[src/rtl/core/ahil_pkg.sv]
// ----------------------------------------------------------------------------
// ahil_pkg: shared types and constants for the ASCII hex image loader
// Holds the character codes that the digit decoder uses and the layout of
// the load header.
// ----------------------------------------------------------------------------
package ahil_pkg;

  typedef logic [7:0] char_t;
  typedef logic [3:0] nibble_t;

  localparam char_t CharZero   = 8'h30;
  localparam char_t CharNine   = 8'h39;
  localparam char_t CharUpperA = 8'h41;
  localparam char_t CharUpperF = 8'h46;
  localparam char_t CharLowerA = 8'h61;

  // Value of the letter A as a hex digit.
  localparam nibble_t LetterValue = 4'd10;

  // The header holds four count digits followed by four address digits.
  localparam int unsigned CountDigits  = 4;
  localparam int unsigned HeaderDigits = 8;

  localparam int unsigned WordAddrW = 15;

endpackage

[src/rtl/core/ascii_hex_image_loader_core.sv]
// ----------------------------------------------------------------------------
// ascii_hex_image_loader_core: ASCII hex object image loader
// Decodes a stream of hex characters into byte writes for a 16-bit-word
// memory.
// ----------------------------------------------------------------------------
// Usage:
//   The input channel (in_valid_i, in_ready_o, char_code_i) carries one
//   character per transfer. The first eight digits form the header: a 16-bit
//   byte count and then a 16-bit start byte address, most significant digit
//   first. Each later pair of digits produces one write on the output channel
//   (word_address_o, byte_lane_o, first_nibble_o, second_nibble_o,
//   last_byte_o), with last_byte_o set on the final byte of the load.
//   A write is loaded into the result register at the edge that accepts the
//   character completing its byte and is offered from the next cycle.
//   Throughput is one character per cycle; the only limit is the single
//   result register, which frees as the output transfer happens, so
//   in_ready_o stays high while out_ready_i is high. When the receiver
//   stalls with a write held, in_ready_o drops until that write is taken.
//   A zero count ends the load with no writes. Characters after the end of
//   the load are accepted and dropped. Reset clears the header progress, the
//   counters and the result valid flag.
// ----------------------------------------------------------------------------
module ascii_hex_image_loader_core #(
  parameter int unsigned ADDR_BITS = 16
) (
  input  logic        clk_i,
  input  logic        rst_ni,
  input  logic        in_valid_i,
  output logic        in_ready_o,
  input  logic [7:0]  char_code_i,
  output logic        out_valid_o,
  input  logic        out_ready_i,
  output logic [14:0] word_address_o,
  output logic        byte_lane_o,
  output logic [3:0]  first_nibble_o,
  output logic [3:0]  second_nibble_o,
  output logic        last_byte_o
);

  localparam int unsigned SumW = 17;
  localparam logic [SumW-1:0] AddrMask =
      (ADDR_BITS >= SumW) ? {SumW{1'b1}} : SumW'((64'd1 << ADDR_BITS) - 64'd1);

  ahil_pkg::nibble_t digit;

  logic [2:0]  hdr_cnt_q, hdr_cnt_d;
  logic        data_phase_q, data_phase_d;
  logic [15:0] byte_count_q, byte_count_d;
  logic [15:0] start_addr_q, start_addr_d;
  logic [15:0] offset_q, offset_d;
  ahil_pkg::nibble_t held_q, held_d;
  logic        pending_q, pending_d;
  logic        finished_q, finished_d;

  logic        out_valid_q, out_valid_d;
  logic [14:0] word_addr_q;
  logic        lane_q;
  ahil_pkg::nibble_t first_q, second_q;
  logic        last_q;

  logic            take;
  logic            emit;
  logic [SumW-1:0] byte_addr;
  logic            is_last;

  ahil_digit_decode u_decode (
    .char_i  (char_code_i),
    .digit_o (digit)
  );

  assign in_ready_o = !out_valid_q || out_ready_i;
  assign take       = in_valid_i && in_ready_o;

  assign byte_addr = ({1'b0, start_addr_q} + {1'b0, offset_q}) & AddrMask;
  assign is_last   = ({1'b0, offset_q} + 17'd1) >= {1'b0, byte_count_q};

  always_comb begin
    hdr_cnt_d    = hdr_cnt_q;
    data_phase_d = data_phase_q;
    byte_count_d = byte_count_q;
    start_addr_d = start_addr_q;
    offset_d     = offset_q;
    held_d       = held_q;
    pending_d    = pending_q;
    finished_d   = finished_q;
    emit         = 1'b0;
    if (take && !finished_q) begin
      if (!data_phase_q) begin
        if (hdr_cnt_q < 3'(ahil_pkg::CountDigits)) begin
          byte_count_d = {byte_count_q[11:0], digit};
        end else begin
          start_addr_d = {start_addr_q[11:0], digit};
        end
        if (hdr_cnt_q == 3'(ahil_pkg::HeaderDigits - 1)) begin
          hdr_cnt_d    = '0;
          data_phase_d = 1'b1;
          if (byte_count_q == '0) begin
            finished_d = 1'b1;
          end
        end else begin
          hdr_cnt_d = hdr_cnt_q + 3'd1;
        end
      end else if (!pending_q) begin
        held_d    = digit;
        pending_d = 1'b1;
      end else begin
        emit      = 1'b1;
        pending_d = 1'b0;
        offset_d  = offset_q + 16'd1;
        if (is_last) begin
          finished_d = 1'b1;
        end
      end
    end
  end

  always_comb begin
    if (emit) begin
      out_valid_d = 1'b1;
    end else if (out_ready_i) begin
      out_valid_d = 1'b0;
    end else begin
      out_valid_d = out_valid_q;
    end
  end

  always_ff @(posedge clk_i or negedge rst_ni) begin
    if (!rst_ni) begin
      hdr_cnt_q    <= '0;
      data_phase_q <= 1'b0;
      byte_count_q <= '0;
      start_addr_q <= '0;
      offset_q     <= '0;
      held_q       <= '0;
      pending_q    <= 1'b0;
      finished_q   <= 1'b0;
      out_valid_q  <= 1'b0;
    end else begin
      hdr_cnt_q    <= hdr_cnt_d;
      data_phase_q <= data_phase_d;
      byte_count_q <= byte_count_d;
      start_addr_q <= start_addr_d;
      offset_q     <= offset_d;
      held_q       <= held_d;
      pending_q    <= pending_d;
      finished_q   <= finished_d;
      out_valid_q  <= out_valid_d;
    end
  end

  // The result payload only changes when a new write is produced.
  always_ff @(posedge clk_i) begin
    if (emit) begin
      word_addr_q <= byte_addr[ahil_pkg::WordAddrW:1];
      lane_q      <= byte_addr[0];
      first_q     <= held_q;
      second_q    <= digit;
      last_q      <= is_last;
    end
  end

  assign out_valid_o     = out_valid_q;
  assign word_address_o  = word_addr_q;
  assign byte_lane_o     = lane_q;
  assign first_nibble_o  = first_q;
  assign second_nibble_o = second_q;
  assign last_byte_o     = last_q;

  // A held write flagged as last means the load has already been closed.
  a_last_closes_load : assert property (@(posedge clk_i) disable iff (!rst_ni)
    (out_valid_q && last_q) |-> finished_q)
    else $error("last byte held while load still open");

  a_finished_sticks : assert property (@(posedge clk_i) disable iff (!rst_ni)
    finished_q |=> finished_q)
    else $error("finished flag cleared without reset");

  a_no_nibble_in_header : assert property (@(posedge clk_i) disable iff (!rst_ni)
    !data_phase_q |-> !pending_q)
    else $error("nibble pending during header");

  a_no_write_after_finish : assert property (@(posedge clk_i) disable iff (!rst_ni)
    finished_q |=> !emit)
    else $error("write produced after end of load");

endmodule

[src/rtl/core/ahil_digit_decode.sv]
// ----------------------------------------------------------------------------
// ahil_digit_decode: ASCII character to hex digit value
// Decimal digits and uppercase A to F map to their values. Every other code,
// lowercase letters included, is treated as an offset from lowercase a.
// ----------------------------------------------------------------------------
module ahil_digit_decode (
  input  ahil_pkg::char_t   char_i,
  output ahil_pkg::nibble_t digit_o
);

  logic is_decimal;
  logic is_upper;

  assign is_decimal = (char_i >= ahil_pkg::CharZero) && (char_i <= ahil_pkg::CharNine);
  assign is_upper   = (char_i >= ahil_pkg::CharUpperA) && (char_i <= ahil_pkg::CharUpperF);

  always_comb begin
    if (is_decimal) begin
      digit_o = 4'(char_i - ahil_pkg::CharZero);
    end else if (is_upper) begin
      digit_o = 4'(char_i - ahil_pkg::CharUpperA) + ahil_pkg::LetterValue;
    end else begin
      digit_o = 4'(char_i - ahil_pkg::CharLowerA) + ahil_pkg::LetterValue;
    end
  end

endmodule
[config.mk]
export PLATFORM = sky130hd
export DESIGN_NAME = ascii_hex_image_loader_core
export DESIGN_NICKNAME = d
export VERILOG_FILES = /design/src/rtl/core/ahil_pkg.sv /design/src/rtl/core/ascii_hex_image_loader_core.sv /design/src/rtl/core/ahil_digit_decode.sv
export SDC_FILE = /design/constraint.sdc
export NUM_CORES = 1
export LEC_CHECK = 0
export ABC_AREA = 1
export BUFFER_PORTS_ARGS = -buffer_cell sky130_fd_sc_hd__buf_2
export CAP_MARGIN = 20
export CELL_PAD_IN_SITES_DETAIL_PLACEMENT = 0
export CELL_PAD_IN_SITES_GLOBAL_PLACEMENT = 1
export CORE_MARGIN = 2
export CORE_UTILIZATION = 46
export CTS_CLUSTER_DIAMETER = 80
export DETAILED_ROUTE_END_ITERATION = 7
export PLACE_DENSITY_LB_ADDON = 0.1
export RECOVER_POWER = 100
export SLEW_MARGIN = 5
export SYNTH_ARGS = -nofsm -noshare
export SYNTH_HDL_FRONTEND = slang
export SYNTH_SLANG_ARGS = --single-unit
[constraint.sdc]
create_clock -name clk_i -period 2.75 [get_ports clk_i]
set_input_delay 0.275 -clock clk_i [delete_from_list [all_inputs] [get_ports clk_i]]
set_output_delay 0.275 -clock clk_i [all_outputs]
set_load 0.02 [all_outputs]
==> run summary <==
Vias in the first global route = 3606
Fin crit period = 2.54 ns
Post-synth cell types = 32
Post-Synthesis Cells = 569
EDFF count, synth = 25
Detailed Place HPWL = 7920 um
Placement-stage cell area = 5150 um2
Avg WL per Cell = 13.7 um
Mean area per synthesized cell = 8.44 um2
Top post-synthesis cells by area = dfrtp_1 (31%), edfxtp_1 (16%), nand2_1 (14%)
Final WL = 10400 um
Largest net degree at the start of global routing = 60
Compound-Gate Fraction of Synth Area = 8.08%
Synth cell count leaders = nand2_1 (183), inv_1 (73), dfrtp_1 (59)
Layout area overhead = 11.1%
Htree depth = 3
Full die area = 11300 um2
Gpl congestion = 0.851
Register bit count reported by yosys = 84
Pre-antenna DRT Iters = 4
Vias per cell = 4.90
Area of the mapped netlist = 4800 um2
Congestion Overflow GR = 0
Post-CTS Hold Fix Bufs = 0
Fmax achieved = 0.394 GHz
Rows = 37
Mux cell area share after synthesis = 0%
Hold WC Path Type = input port to flip-flop
Post-synthesis xor/xnor area fraction = 4.53%
Final worst path period share = 92.4%
Yosys top cell area share = 30.7%
Setup TNS = 0 ns
R2R setup slack = 0.21 ns
Violated checks = max-capacitance violations, max-slew violations
Largest family of logic cells by synthesized area = simple AND/OR/NAND/NOR gates
CTS buffer count = 9
Reg clk slew, reported paths = 0.09 ns
Post-synthesis adder-cell area fraction = 10.3%
WP data required = 2.88 ns
YS warnings = 0
Fin area = 5340 um2
Outcome = complete, but fails checks
FFs w/ async S/R, synth = 70.2%
Setup WS pre-CTS = 0.146 ns
Synth Area in Simple Gates = 23.8%
Filler cells = 1001
Worst skew pair latency = 0.37 ns
PnR worst setup slack = 0.210 ns
VDD IR max = 0.273 mV
Clk_skew = 0.0100 ns
Leakage = 2.77 nW
Final antenna-violating net count = 0
Tot Pwr = 3.38 mW
IO Port Bufs = 38
CTS root buf = clkbuf_8
Area leader, netlist = dfrtp_1
# setup viols final = 0
Antenna diodes = 0
Main synth FF type = dfrtp_1
Via count = 3727
NumNets Final = 670
Sequential share of the synthesized area = 46.4%
Crit-path max FO = 5
Die width = 106 um
Max-Cap Viols = 1
Critical path type = flip-flop to flip-flop
Syn_nets = 620
Clock Sinks = 84
Worst-Margin Slew = 1.50 ns
GR Util All Layers = 20.0%
Count leader, synth = nand2_1
Top Ports = 39
Die H = 106 um
Max-slew violations = 59
Layout cells sized above 1 = 8.17%
Slew headroom = -0.193%
DRC violations left = 0
Initial Util = 46.9%
RSZ-0062 raised after global routing = no
Initial antenna violation count = 0
Startpoint types = flip-flop
Power per Cell Area = 634 nW/um2
DRC marker count from the first detailed-route iteration = 123
First-pass GRT wire length = 17400 um
Clk buf depth = 2
Final hold violation count = 0
CTS tree = done
Core area = 10200 um2
WP data arrival = 2.67 ns
Endpoint class of the critical path = flip-flop
## sequential cells by signal, summed over array words and instances, names as in the netlist
register         count
byte_lane_o          1
hdr_cnt_q            3
start_addr_q        16
word_address_o      15
last_byte_o          1
held_q               4
offset_q            16
pending_q            1
byte_count_q        16
out_valid_o          1
data_phase_q         1
finished_q           1
second_nibble_o      4
first_nibble_o       4
## metrics by stage
step           utilization, %  instances  hold WS [ns]
3_3_place_gp             50.4        739         0.433
4_1_cts                  52.4        755        0.0808
5_1_grt                  52.1        760         0.257
6_report                 52.1        760         0.216
2_1_floorplan               -        569       -0.0206
3_5_place_dp             50.4        739         0.440
## metal layers
metal / part of all wire, % / vias to the layer above / global-route usage (%)
li1: - / 1926 / -
met4: 1.9 / 0 / 7.52
met3: 2.5 / 15 / 3.31
met2: 47 / 46 / 33.0
met5: 0 / - / 0
met1: 48 / 1740 / 26.4
## worst max-delay path, cell delays in order (launching register included)
cell and delay (ns):
dfrtp_2 0.41, ha_2 0.20, nand3_2 0.13, nor2_4 0.17
nand2_1 0.11, nor3_2 0.14, xor2_1 0.20, inv_1 0.06
ha_1 0.28, nand2_1 0.11, nor2_1 0.06, nand2_1 0.07
nor2_1 0.04, nand2_1 0.06, nand3b_1 0.07, nor2_1 0.10
nand2_1 0.07
## path summary, 6_finish.rpt
path                                   from                 to  cells past startpoint
worst max-delay path            offset_q[0]        last_byte_o                     16
worst min-delay path            out_ready_i        out_valid_o                      4
worst max register to register  offset_q[0]        last_byte_o                     16
worst min register to register    held_q[1]  first_nibble_o[1]                      0
max in group asynchronous            rst_ni        offset_q[0]                      2
min in group asynchronous            rst_ni       offset_q[11]                      2
## cell type report
type | count | area, um2 | area share [%]
Clock buffer | 9 | 124 | 2.32
Sequential cell | 84 | 2230 | 41.8
Timing Repair Buffer | 46 | 210 | 3.94
Clock inverter | 7 | 82.6 | 1.55
Tap cell | 136 | 170 | 3.19
Inverter | 78 | 293 | 5.49
Multi-Input combinational cell | 400 | 2230 | 41.7
## cells by family (layout without fill, tap and decap cells)
family          after synthesis  count (layout)
simple gates                265             265
buf+inv                      85             140
flops                        84              84
compound gates               72              72
fa+ha+maj                    39              39
xor+xnor                     24              24
## report_power, final
part | switching (mW) | leakage (nW) | internal, mW
registers | 0.110 | 0.961 | 1.49
logic | 0.557 | 1.70 | 0.294
clock network | 0.499 | 0.105 | 0.434
## layout by cell type, fill, tap and decap left out, drive strengths merged, types with 20 or more instances in the layout
cell	instances
a21oi	20
clkbuf	40
dfrtp	59
edfxtp	25
ha	38
inv	81
nand2	187
nand3	22
nor2	34
o21ai	41
## timing repair
| action | CTS | global route |
|---|---|---|
| setup buffers | 0 | 5 |
| setup endpoints to repair | 0 | 2 |
| gates resized for setup | 0 | 2 |
No activity file was read; power rests on OpenSTA's default activity.
